### src/hdl/icmpefr_pkg.sv
`timescale 1ns / 1ps
`default_nettype none
// shared constants and helpers of the icmp echo file receiver
// no dependencies

package icmpefr_pkg;

    localparam int MSG_WORDS   = 32;
    localparam int CHUNK_BYTES = 30;

    // derived sizes
    localparam int CHUNK_WORDS = (CHUNK_BYTES + 1) / 2;
    localparam int IDX_W       = $clog2(MSG_WORDS);
    localparam int CNT_W       = $clog2(MSG_WORDS + 1);
    localparam int SUM_W       = 22;
    localparam int WORD_W      = 16;
    localparam int OFFSET_W    = 32;

    // fixed word places inside a message
    localparam int WORD_TYPE   = 0;
    localparam int WORD_CSUM   = 1;
    localparam int WORD_ID     = 2;
    localparam int WORD_SIZE_L = 4;
    localparam int WORD_SIZE_H = 5;
    localparam int WORD_DATA   = 4;

    localparam logic [7:0] TYPE_ECHO_REQ = 8'd8;

    // configuration register indexes
    localparam logic [1:0] REG_INIT_ID = 2'd0;
    localparam logic [1:0] REG_DATA_ID = 2'd1;

    localparam logic [WORD_W-1:0] INIT_ID_RST = 16'd1934;
    localparam logic [WORD_W-1:0] DATA_ID_RST = 16'd1935;

    // packet kinds
    localparam logic KIND_START = 1'b0;
    localparam logic KIND_DATA  = 1'b1;

    // end-around carry fold of a wide one's-complement sum
    function automatic logic [WORD_W-1:0] fold16(input logic [SUM_W-1:0] s);
        logic [WORD_W:0] s1;
        logic [WORD_W:0] s2;
        s1 = (WORD_W+1)'(s[SUM_W-1:WORD_W]) + (WORD_W+1)'(s[WORD_W-1:0]);
        s2 = s1 + (WORD_W+1)'(s1[WORD_W]);
        return s2[WORD_W-1:0];
    endfunction

endpackage

`default_nettype wire

### src/hdl/icmp_echo_file_receiver.sv
`timescale 1ns / 1ps
`default_nettype none
// icmp echo file receiver: message buffer, checksum check, session control, reply stream
// depends on icmpefr_pkg

// Receives one ICMP message as MSG_WORDS little-endian 16-bit words on the s_ stream,
// one word per cycle while s_tready is high, into a message memory with one write and one
// registered read port while a running one's-complement sum is kept. The length is checked
// with the last word, and in the cycle after it the checksum, type and identifier: an echo
// request with the init identifier and a nonzero size opens a session, one with the data
// identifier during a session delivers a chunk. An accepted packet is answered on the m_
// stream by an echo reply of MSG_WORDS words read back from the memory one per cycle
// while m_tready holds (type word zero, fresh checksum), chunk words marked with their
// file offset. Bad or unexpected packets give no reply. Input is stalled from the last
// word of a message until the last reply word sits in the output register; m_tready sets
// the reply pace. The user must write configuration through the cfg_ port only while the
// block is idle; the block itself does not enforce this, as cfg_ready is tied high.

module icmp_echo_file_receiver (
    input  wire         aclk,
    input  wire         aresetn,
    // input message stream
    input  wire         s_tvalid,
    output logic        s_tready,
    input  wire  [15:0] s_tdata,      // [15:0] msg_word
    input  wire         s_tlast,      // msg_last
    // reply stream
    output logic        m_tvalid,
    input  wire         m_tready,
    output logic [47:0] m_tdata,      // [15:0] reply_word, [47:16] file_offset
    output logic        m_tlast,      // reply_last
    output logic [2:0]  m_tuser,      // [0] packet_kind, [1] chunk_write, [2] transfer_done
    // configuration write channel
    input  wire         cfg_valid,
    output logic        cfg_ready,
    input  wire  [1:0]  cfg_index,
    input  wire  [15:0] cfg_data
);

    localparam int WW = icmpefr_pkg::WORD_W;
    localparam int CW = icmpefr_pkg::CNT_W;
    localparam int SW = icmpefr_pkg::SUM_W;
    localparam int OW = icmpefr_pkg::OFFSET_W;
    localparam int CW_END = icmpefr_pkg::WORD_DATA + icmpefr_pkg::CHUNK_WORDS;

    // controller states
    localparam logic [1:0] ST_RECV  = 2'd0;
    localparam logic [1:0] ST_CHECK = 2'd1;
    localparam logic [1:0] ST_REPLY = 2'd2;

    logic [1:0]    state_reg, state_next;

    // configuration registers
    logic [WW-1:0] init_id_reg;
    logic [WW-1:0] data_id_reg;

    // receive side
    logic [CW-1:0] cnt_reg;
    logic          overrun_reg;
    logic [SW-1:0] sum_all_reg;
    logic [SW-1:0] sum_body_reg;
    logic [7:0]    type_reg;
    logic [WW-1:0] id_reg;
    logic [OW-1:0] fs_reg;

    // session state
    logic          in_session_reg;
    logic [OW-1:0] remaining_reg;
    logic [OW-1:0] next_off_reg;

    // per-reply state
    logic          kind_reg;
    logic          done_reg;
    logic [OW-1:0] base_reg;
    logic [WW-1:0] csum_reg;

    // reply read pipeline
    logic [CW-1:0] idx_reg;
    logic          rvalid_reg;
    logic [CW-1:0] rd_idx;
    logic          advance;
    logic          load_ok;

    // output register
    logic          m_valid_reg;
    logic [WW-1:0] o_word_reg;
    logic [OW-1:0] o_off_reg;
    logic          o_last_reg;
    logic          o_kind_reg;
    logic          o_cw_reg;
    logic          o_done_reg;

    // message memory, read data registered
    logic [WW-1:0] mem [icmpefr_pkg::MSG_WORDS];
    logic [WW-1:0] rdata_reg;

    logic          s_accept;
    logic          store_en;
    logic          len_ok;

    // check cycle
    logic          csum_ok;
    logic          type_ok;
    logic          start_ok;
    logic          data_ok;
    logic          last_chunk;

    // reply word build
    logic [CW-1:0] data_idx;
    logic          cw_now;
    logic [WW-1:0] word_now;
    logic [OW-1:0] off_now;

    assign cfg_ready = 1'b1;
    assign s_tready  = (state_reg == ST_RECV);
    assign s_accept  = s_tvalid && s_tready;
    assign store_en  = s_accept && (cnt_reg < CW'(icmpefr_pkg::MSG_WORDS));
    // last word makes the count exactly full and nothing spilled before it
    assign len_ok    = !overrun_reg && (cnt_reg == CW'(icmpefr_pkg::MSG_WORDS - 1));

    assign load_ok   = !m_valid_reg || m_tready;
    assign advance   = (state_reg == ST_REPLY) && rvalid_reg && load_ok;
    // hold the read address while the output is stalled, the memory is not written then
    assign rd_idx    = advance ? idx_reg + CW'(1) : idx_reg;

    assign csum_ok   = (icmpefr_pkg::fold16(sum_all_reg) == {WW{1'b1}});
    assign type_ok   = (type_reg == icmpefr_pkg::TYPE_ECHO_REQ);
    assign start_ok  = csum_ok && type_ok && !in_session_reg &&
                       (id_reg == init_id_reg) && (fs_reg != '0);
    assign data_ok   = csum_ok && type_ok && in_session_reg && (id_reg == data_id_reg);
    assign last_chunk = (remaining_reg <= OW'(icmpefr_pkg::CHUNK_BYTES));

    assign data_idx  = idx_reg - CW'(icmpefr_pkg::WORD_DATA);
    assign cw_now    = (kind_reg == icmpefr_pkg::KIND_DATA) &&
                       (32'(idx_reg) >= 32'(icmpefr_pkg::WORD_DATA)) &&
                       (32'(idx_reg) < 32'(CW_END));
    assign off_now   = base_reg + OW'({data_idx, 1'b0});

    always_comb begin
        if (idx_reg == CW'(icmpefr_pkg::WORD_TYPE)) begin
            word_now = '0;
        end else if (idx_reg == CW'(icmpefr_pkg::WORD_CSUM)) begin
            word_now = csum_reg;
        end else begin
            word_now = rdata_reg;
        end
    end

    // memory: one write port on receive, one registered read port on reply
    always_ff @(posedge aclk) begin
        if (store_en) begin
            mem[cnt_reg[icmpefr_pkg::IDX_W-1:0]] <= s_tdata;
        end
        rdata_reg <= mem[rd_idx[icmpefr_pkg::IDX_W-1:0]];
    end

    always_comb begin
        state_next = state_reg;
        case (state_reg)
            ST_RECV: begin
                if (s_accept && s_tlast && len_ok) begin
                    state_next = ST_CHECK;
                end
            end
            ST_CHECK: begin
                if (start_ok || data_ok) begin
                    state_next = ST_REPLY;
                end else begin
                    state_next = ST_RECV;
                end
            end
            ST_REPLY: begin
                if (advance && (idx_reg == CW'(icmpefr_pkg::MSG_WORDS - 1))) begin
                    state_next = ST_RECV;
                end
            end
            default: begin
                state_next = ST_RECV;
            end
        endcase
    end

    always_ff @(posedge aclk) begin
        if (!aresetn) begin
            state_reg      <= ST_RECV;
            init_id_reg    <= icmpefr_pkg::INIT_ID_RST;
            data_id_reg    <= icmpefr_pkg::DATA_ID_RST;
            cnt_reg        <= '0;
            overrun_reg    <= 1'b0;
            sum_all_reg    <= '0;
            sum_body_reg   <= '0;
            in_session_reg <= 1'b0;
            remaining_reg  <= '0;
            next_off_reg   <= '0;
            idx_reg        <= '0;
            rvalid_reg     <= 1'b0;
            m_valid_reg    <= 1'b0;
        end else begin
            state_reg <= state_next;

            // configuration writes
            if (cfg_valid && cfg_ready) begin
                case (cfg_index)
                    icmpefr_pkg::REG_INIT_ID: init_id_reg <= cfg_data;
                    icmpefr_pkg::REG_DATA_ID: data_id_reg <= cfg_data;
                    default: ;
                endcase
            end

            // receive: count, sums, overrun
            if (s_accept) begin
                if (s_tlast) begin
                    cnt_reg     <= '0;
                    overrun_reg <= 1'b0;
                end else if (store_en) begin
                    cnt_reg <= cnt_reg + CW'(1);
                end else begin
                    overrun_reg <= 1'b1;
                end
            end
            if (s_accept && s_tlast) begin
                // sums of a good message are latched here for the check cycle
                if (len_ok) begin
                    sum_all_reg  <= sum_all_reg + SW'(s_tdata);
                    sum_body_reg <= sum_body_reg + SW'(s_tdata);
                end else begin
                    sum_all_reg  <= '0;
                    sum_body_reg <= '0;
                end
            end else if (store_en) begin
                sum_all_reg <= sum_all_reg + SW'(s_tdata);
                if (cnt_reg >= CW'(icmpefr_pkg::WORD_ID)) begin
                    sum_body_reg <= sum_body_reg + SW'(s_tdata);
                end
            end

            // check cycle: session update
            if (state_reg == ST_CHECK) begin
                sum_all_reg  <= '0;
                sum_body_reg <= '0;
                if (start_ok) begin
                    in_session_reg <= 1'b1;
                    remaining_reg  <= fs_reg;
                    next_off_reg   <= '0;
                end else if (data_ok) begin
                    next_off_reg <= next_off_reg + OW'(icmpefr_pkg::CHUNK_BYTES);
                    if (last_chunk) begin
                        in_session_reg <= 1'b0;
                    end else begin
                        remaining_reg <= remaining_reg - OW'(icmpefr_pkg::CHUNK_BYTES);
                    end
                end
                idx_reg    <= '0;
                rvalid_reg <= 1'b0;
            end

            // reply read pipeline
            if (state_reg == ST_REPLY) begin
                idx_reg    <= rd_idx;
                rvalid_reg <= (state_next == ST_REPLY);
            end

            // output register
            if (advance) begin
                m_valid_reg <= 1'b1;
            end else if (m_tready) begin
                m_valid_reg <= 1'b0;
            end
        end
    end

    // payload registers
    always_ff @(posedge aclk) begin
        if (store_en) begin
            if (cnt_reg == CW'(icmpefr_pkg::WORD_TYPE)) begin
                type_reg <= s_tdata[7:0];
            end
            if (cnt_reg == CW'(icmpefr_pkg::WORD_ID)) begin
                id_reg <= s_tdata;
            end
            if (cnt_reg == CW'(icmpefr_pkg::WORD_SIZE_L)) begin
                fs_reg[WW-1:0] <= s_tdata;
            end
            if (cnt_reg == CW'(icmpefr_pkg::WORD_SIZE_H)) begin
                fs_reg[OW-1:WW] <= s_tdata;
            end
        end
        if (state_reg == ST_CHECK) begin
            kind_reg <= data_ok ? icmpefr_pkg::KIND_DATA : icmpefr_pkg::KIND_START;
            done_reg <= data_ok && last_chunk;
            base_reg <= next_off_reg;
            csum_reg <= ~icmpefr_pkg::fold16(sum_body_reg);
        end
        if (advance) begin
            o_word_reg <= word_now;
            o_off_reg  <= cw_now ? off_now : '0;
            o_last_reg <= (idx_reg == CW'(icmpefr_pkg::MSG_WORDS - 1));
            o_kind_reg <= kind_reg;
            o_cw_reg   <= cw_now;
            o_done_reg <= done_reg;
        end
    end

    assign m_tvalid = m_valid_reg;
    assign m_tdata  = {o_off_reg, o_word_reg};
    assign m_tlast  = o_last_reg;
    assign m_tuser  = {o_done_reg, o_cw_reg, o_kind_reg};

    // the reply index never runs past the message
    a_idx_range : assert property (@(posedge aclk) disable iff (!aresetn)
        (state_reg == ST_REPLY) |-> (idx_reg < CW'(icmpefr_pkg::MSG_WORDS)))
        else $error("reply index out of range");

    // the word count never exceeds the message length
    a_cnt_range : assert property (@(posedge aclk) disable iff (!aresetn)
        cnt_reg <= CW'(icmpefr_pkg::MSG_WORDS))
        else $error("word count overflow");

    // a session only closes on the final data chunk
    a_session_end : assert property (@(posedge aclk) disable iff (!aresetn)
        $fell(in_session_reg) |-> (done_reg && (kind_reg == icmpefr_pkg::KIND_DATA)))
        else $error("session closed without final chunk");

    // no input is taken while a reply is still being read out
    a_no_input_reply : assert property (@(posedge aclk) disable iff (!aresetn)
        rvalid_reg |-> !s_accept)
        else $error("input accepted during reply");

endmodule

`default_nettype wire
### config.mk
export PLATFORM = sky130hd
export DESIGN_NAME = icmp_echo_file_receiver
export DESIGN_NICKNAME = d
export VERILOG_FILES = /design/src/hdl/icmpefr_pkg.sv /design/src/hdl/icmp_echo_file_receiver.sv
export SDC_FILE = /design/constraint.sdc
export NUM_CORES = 1
export LEC_CHECK = 0
export ABC_AREA = 0
export BUFFER_PORTS_ARGS = -buffer_cell sky130_fd_sc_hd__buf_2
export CAP_MARGIN = 5
export CORE_UTILIZATION = 42
export CTS_BUF_LIST = sky130_fd_sc_hd__clkbuf_8 sky130_fd_sc_hd__clkbuf_16
export DETAILED_ROUTE_END_ITERATION = 8
export GPL_TIMING_DRIVEN = 0
export PLACE_DENSITY = 0.61
export SYNTH_ARGS = -nofsm -noshare
export SYNTH_HDL_FRONTEND = slang
export SYNTH_SLANG_ARGS = --single-unit
### constraint.sdc
create_clock -name aclk -period 5.2 [get_ports aclk]
set_clock_uncertainty 0.05 [all_clocks]
set_input_delay 0.26 -clock aclk [delete_from_list [all_inputs] [get_ports aclk]]
set_output_delay 0.26 -clock aclk [all_outputs]
set_load 0.01 [all_outputs]
# After elaboration in Yosys (flattened, before gate mapping)
# Memory sizes are Yosys's and may differ from the RTL's. A register that Yosys moved wholly into a read port is not among the register bits.
# Cells that the tools add are included.
dict set report word_totals {
  ram_bits 512
  out_inout_bits 55
  ff_bits 316
  input_bits 40
  memories 1
  word_cells 147
}
dict set report op_classes {
  addsub 12
  n_eq_ne 17
  muxes 34
  n_reduce_logical 48
  magnitude_cmp 5
  bitwise_logic 2
}
# memory words word_bits rd rd_clocked_by_memory_dff write_ports line_no
set mem_list {}
lappend mem_list {mem 32 16 1 1 1 icmp_echo_file_receiver.sv:94} ;# logic [WW-1:0] mem [icmpefr_pkg::MSG_WORDS];
# cell count
set op_table {}
lappend op_table {{32-bit 2-to-1 mux} 5}
lappend op_table {{22-bit 2-to-1 mux} 7}
lappend op_table {{22-bit by 16-bit adder with 22-bit output} 2}
lappend op_table {{6-bit by 16-bit adder with 17-bit output} 2}
lappend op_table {{16-bit by 1-bit adder with 16-bit output} 2}
lappend op_table {{32-bit by 5-bit adder with 32-bit output, second input constant} 1}
lappend op_table {{32-bit by 7-bit adder with 32-bit output} 1}
lappend op_table {{16-bit == test} 2}
lappend op_table {{32-bit by 5-bit <= comparator with 1-bit output, second input constant} 1}
lappend op_table {{32-bit nonzero test} 1}
lappend op_table {{32-bit by 5-bit subtractor with 32-bit output, second input constant} 1}
lappend op_table {{6-bit 2-to-1 mux} 5}
lappend op_table {{2-bit AND reduction} 11}
lappend op_table {{1-bit logical AND} 17}
lappend op_table {{16-bit == test, second input constant} 1}
lappend op_table {{16-bit 2-to-1 mux} 1}
lappend op_table {{16-bit inverter} 1}
lappend op_table {{2-bit nonzero test} 7}
lappend op_table {{6-bit by 1-bit adder with 6-bit output, second input constant} 2}
lappend op_table {{6-bit by 3-bit == test with 1-bit output, second input constant} 2}
lappend op_table {{6-bit by 5-bit == test with 1-bit output, second input constant} 2}
lappend op_table {{6-bit logical NOT} 2}
lappend op_table {{1-bit 2-to-1 mux} 12}
lappend op_table {{8-bit by 4-bit == test with 1-bit output, second input constant} 1}
lappend op_table {{18 further kinds} 29}

# Longest topological paths before layout
dict set report depth {
  ltp_word 12
  mapped_depth 20
  mapped_depth_nobuf 18
}

# Worst setup path before layout
# OpenSTA, ideal clock, no wires.
dict set report synth_timing {
  path_kind {register to register}
  start {reg sum_all_reg[16]}
  end {reg next_off_reg[12]}
  setup_slack_ns 0.504
  n_path_buf 1
  setup_ns 0.117
  required_time_ns 5.033
  arrival_ns 4.529
  stages_incl_launch_ff 18
  path_cell_list {dfxtp_1 ha_1 inv_1 fa_1 nand2b_2 a211oi_2 o22ai_1 nor3_1 ha_1 ha_1 or4b_2 nor4_1 nand2_1 nor4_4 nand3_1 o21ai_2 buf_2 nor2_1}
}
dict set report synth_via {
  elab_chain_cells 9
  word_cells_on_any_way 12
}
# element line_no
set synth_lines {}
lappend synth_lines {{start, declared} icmp_echo_file_receiver.sv:60} ;# logic [SW-1:0] sum_all_reg;
lappend synth_lines {{start signal, assigned} icmp_echo_file_receiver.sv:224} ;# sum_all_reg <= sum_all_reg + SW'(s_tdata);
lappend synth_lines {{start signal, assigned} icmp_echo_file_receiver.sv:231} ;# sum_all_reg <= sum_all_reg + SW'(s_tdata);
lappend synth_lines {{6-bit by 16-bit adder with 17-bit output (*)} icmpefr_pkg.sv:44} ;# s1 = (WORD_W+1)'(s[SUM_W-1:WORD_W]) + (WORD_W+1)'(s[WORD_W-1:0]);
lappend synth_lines {{16-bit by 1-bit adder with 16-bit output (*)} icmpefr_pkg.sv:45} ;# s2 = s1 + (WORD_W+1)'(s1[WORD_W]);
lappend synth_lines {{16-bit == test (*)} icmp_echo_file_receiver.sv:126} ;# assign csum_ok = (icmpefr_pkg::fold16(sum_all_reg) == {WW{1'b1}});
lappend synth_lines {{1-bit logical AND (*)} {icmp_echo_file_receiver.sv:128, icmp_echo_file_receiver.sv:130}}
lappend synth_lines {{1-bit logical AND (2 in series)} icmp_echo_file_receiver.sv:128} ;# assign start_ok = csum_ok && type_ok && !in_session_reg &&
lappend synth_lines {{1-bit logical AND} icmp_echo_file_receiver.sv:129} ;# (id_reg == init_id_reg) && (fs_reg != '0);
lappend synth_lines {{2-bit nonzero test (no source line)} -}
lappend synth_lines {{2-bit AND reduction (no source line)} -}
lappend synth_lines {{end signal, assigned} icmp_echo_file_receiver.sv:246} ;# next_off_reg <= next_off_reg + OW'(icmpefr_pkg::CHUNK_BYTES);
lappend synth_lines {{end, declared} icmp_echo_file_receiver.sv:69} ;# logic [OW-1:0] next_off_reg;
# Every way passes the cells marked *; elsewhere a longest branch is shown, timed or not.
# A chain may end at the register's enable or synchronous reset.

# Final worst setup path
dict set report layout_timing {
  start {reg sum_all_reg[0]}
  end {reg in_session_reg}
}
dict set report layout_via {
  elab_chain_cells 9
  word_cells_on_any_way 13
}
# element line_no
set layout_lines {}
lappend layout_lines {{6-bit by 16-bit adder with 17-bit output (*)} icmpefr_pkg.sv:44}
lappend layout_lines {{16-bit by 1-bit adder with 16-bit output (*)} icmpefr_pkg.sv:45}
lappend layout_lines {{16-bit == test (*)} icmp_echo_file_receiver.sv:126}
lappend layout_lines {{1-bit logical AND (*)} {icmp_echo_file_receiver.sv:128, icmp_echo_file_receiver.sv:130}}
lappend layout_lines {{1-bit logical AND (2 in series)} icmp_echo_file_receiver.sv:128}
lappend layout_lines {{1-bit logical AND} icmp_echo_file_receiver.sv:129}
lappend layout_lines {{2-bit nonzero test (no source line)} -}
lappend layout_lines {{3-bit AND reduction (no source line)} -}
lappend layout_lines {{end signal, assigned} icmp_echo_file_receiver.sv:192} ;# in_session_reg <= 1'b0;
lappend layout_lines {{end signal, assigned} icmp_echo_file_receiver.sv:242} ;# in_session_reg <= 1'b1;
lappend layout_lines {{end signal, assigned} icmp_echo_file_receiver.sv:248} ;# in_session_reg <= 1'b0;
lappend layout_lines {{end, declared} icmp_echo_file_receiver.sv:67} ;# logic in_session_reg;
# Marks and branches as above.

==> impl_metrics.env <==
export IMPL_period_share_pct=96.3
export IMPL_cts_buffer_depth=3
export IMPL_arrival_ns=5.48
export IMPL_cp_start_kind="flop"
export IMPL_routedWlPerCell_um=23.9
export IMPL_synth_edf_count=668
export IMPL_synth_distinct_cells=90
export IMPL_clk_pin_slew_ns=0.06
export IMPL_peakVddDrop_uv=251
export IMPL_timing_hold_violations_final=0
export IMPL_routed_wl_mm=96.2
export IMPL_cts_root_buffer="clkbuf_16"
export IMPL_rows=108
export IMPL_route_detailed_drc=0
export IMPL_setup_violations=0
export IMPL_synth_top_cells_by_area="edfxtp_1 55%, mux4_2 9.8%, dfxtp_1 9.4%"
export IMPL_fmax_ghz=0.200
export IMPL_place_ws_ns=-0.822
export IMPL_total_power_w=0.0142
export IMPL_clock_latency_ns=0.66
export IMPL_synthesis_nets=2686
export IMPL_final_util_pct=48.9
export IMPL_hpwl_mm=65.7
export IMPL_drive_above_1_share_pct=19.2
export IMPL_ys_warn_count=0
export IMPL_cts_tree="done"
export IMPL_ys_flop_type="edfxtp_1"
export IMPL_syn_area_um2=36800
export IMPL_cp_end_kind="flop"
export IMPL_netlist_instances=2571
export IMPL_switchingPower_w=0.00304
export IMPL_h_tree_depth=3
export IMPL_layout_commonest_cell="edfxtp_1"
export IMPL_drtAntennaViolNets=0
export IMPL_antenna_found_initial=5
export IMPL_async_reset_ff_share_pct=0
export IMPL_io_pin_count=95
export IMPL_cts_buffers=88
export IMPL_track_usage_pct=21.5
export IMPL_switching_share_pct=21.4
export IMPL_chipHeight_um=298
export IMPL_regArea_um2=23500
export IMPL_syn_mean_instance_area_um2=14.3
export IMPL_hold_class="input pin to flop"
export IMPL_synth_seq_cells=841
export IMPL_die_area_um2=88800
export IMPL_vias=23100
export IMPL_cts_sinks=841
export IMPL_grt_max_degree=41
export IMPL_largest_register_ffs=512
export IMPL_maxCapViolCount=0
export IMPL_grt_first_pass_wirelength_mm=143
export IMPL_static_leakage_power_nw=14.7
export IMPL_period_minus_slack_ns=5.01
export IMPL_yosys_area_top_type_share_pct=54.5
export IMPL_worstPathRequired_ns=5.67
export IMPL_routabilityCongestion=0.884
export IMPL_p_clk_share_pct=45.0
export IMPL_seq_area_frac_synth_pct=63.9
export IMPL_start_util_pct=42.4
export IMPL_first_pass_iters=6
export IMPL_diodes=0
export IMPL_crit_type="flop to flop"
export IMPL_postPlaceCellArea_um2=39000
export IMPL_multi_input_area_um2=12800
export IMPL_worst_slew_pin_slew_ns=1.20
export IMPL_grt_ovfl_total=0
export IMPL_crit_fanout=10
export IMPL_avgViaCountPerCell=5.73
export IMPL_drt_iter0_markers=1946
export IMPL_final_cell_mix="668 x edfxtp_1, 222 x nand2_1, 172 x dfxtp_1, 160 x nor2_1, 160 x mux4_2"
export IMPL_status="completed"
export IMPL_grt_pass1_vias=22500
export IMPL_layout_nets=2918
export IMPL_pwr_density_cell_nw_per_um2=334
export IMPL_fin_ws_ns=0.190
export IMPL_fp_dieW_um=298
export IMPL_fillerInstances=7327
export IMPL_p_int_w=0.0111
export IMPL_seq_power_share_pct=51.6
export IMPL_syn_to_final_growth_pct=15.3
export IMPL_coreArea_um2=86800
export IMPL_drv_slew=0
export IMPL_portBuffers=91
export IMPL_power_frac_comb_pct=3.3
export IMPL_slew_headroom_pct=19.9
export IMPL_synth_largest_area_cell="edfxtp_1"
export IMPL_design_area_um2=42400
## Yosys cell counts (16+ instances only)
library cell / n
a21oi_1: 94
nand3_1: 71
a22oi_1: 26
xnor2_1: 79
dfxtp_1: 173
nor2_1: 191
ha_1: 70
nand4_1: 42
or3_1: 21
nor4_1: 32
a21o_1: 17
edfxtp_1: 668
nor3_1: 57
inv_1: 53
xor2_1: 64
clkbuf_1: 80
nand2_1: 222
buf_2: 16
a31oi_1: 20
mux2_2: 21
mux2i_1: 25
and3_1: 31
mux4_2: 160
o21ai_0: 57
and2_1: 16
## layer usage
metal | track usage [%] | vias to the layer above | wire length [µm]
li1 | - | 10400 | -
met1 | 30.2 | 11700 | 41800
met2 | 34.7 | 845 | 45600
met3 | 3.03 | 159 | 6150
met4 | 6.78 | 2 | 2690
met5 | 0 | - | 13
## final cells by class
type | count | share of cell area (%)
Timing Repair Buffer | 142 | 2.40
Clock inverter | 70 | 1.44
Clock buffer | 95 | 5.50
Sequential cell | 841 | 55.4
Multi-Input combinational cell | 1560 | 30.1
Tap cell | 1155 | 3.41
Buffer | 117 | 1.22
Inverter | 53 | 0.469
## critical path, stage by stage (launching register included)
cell,delay (ns)
dfxtp_1,0.40
ha_2,0.25
inv_1,0.06
fa_2,0.44
nand2b_2,0.26
a211oi_4,0.27
o22ai_2,0.19
nor3_1,0.23
ha_2,0.25
nor2b_4,0.20
nand2_1,0.11
a221oi_4,0.38
mux2_2,0.23
nand2_1,0.09
nor4_4,0.21
buf_4,0.19
nand2_1,0.08
clkbuf_1,0.31
nor4_1,0.50
o21ai_0,0.16
## power groups by stage
stage	clock (W)	combinational, W	sequential, W
2_1_floorplan	0	0.000234	0.00745
3_3_place_gp	0	0.000433	0.00746
3_5_place_dp	0	0.000453	0.00746
4_1_cts	0.00650	0.000470	0.00732
5_1_grt	0.00674	0.000508	0.00732
6_report	0.00638	0.000472	0.00732
## metrics by stage
| step | TNS [ns] | hold WS (ns) | cells |
|---|---|---|---|
| 6_report | 0 | 0.150 | 4033 |
| 5_1_grt | -0.00445 | 0.152 | 4033 |
| 4_1_cts | 0 | 0.104 | 4027 |
| 3_5_place_dp | -39.46 | 0.374 | 3835 |
| 3_3_place_gp | -56.11 | 0.354 | 3817 |
| 2_1_floorplan | 0 | 0.309 | 2571 |
## timing repair
| action | in CTS | in global routing |
|---|---|---|
| hold buffers | 21 | 0 |
| setup buffers | 6 | 5 |
| endpoints found under the setup margin | 67 | 71 |
| endpoints found under the hold margin | 36 | 0 |
| gates resized for setup | 17 | 19 |
| pin swaps | 3 | 2 |
## final timing paths
path	start	to	slack, ns	depth (start not counted)
setup / recovery	sum_all_reg[0]	in_session_reg	0.19	19
hold / removal	aresetn	state_reg[0]	0.15	3
setup reg to reg	sum_all_reg[0]	in_session_reg	0.19	19
hold reg to reg	done_reg	o_done_reg	0.38	0
## cells by family (layout without fill, tap and decap cells)
logic type | count (synthesis) | count (layout) | synth area share [%]
AOI/OAI and AO/OA | 349 | 349 | 6.36
xor gates and xnor gates | 143 | 143 | 3.40
adders and majority gates | 75 | 75 | 2.65
buffers and inverters | 170 | 477 | 1.88
DFF | 841 | 841 | 63.9
muxes | 206 | 206 | 11.1
other | 2 | 2 | 0.0204
and+or+nand+nor | 785 | 785 | 10.6
(Power assumes the default switching activity.)
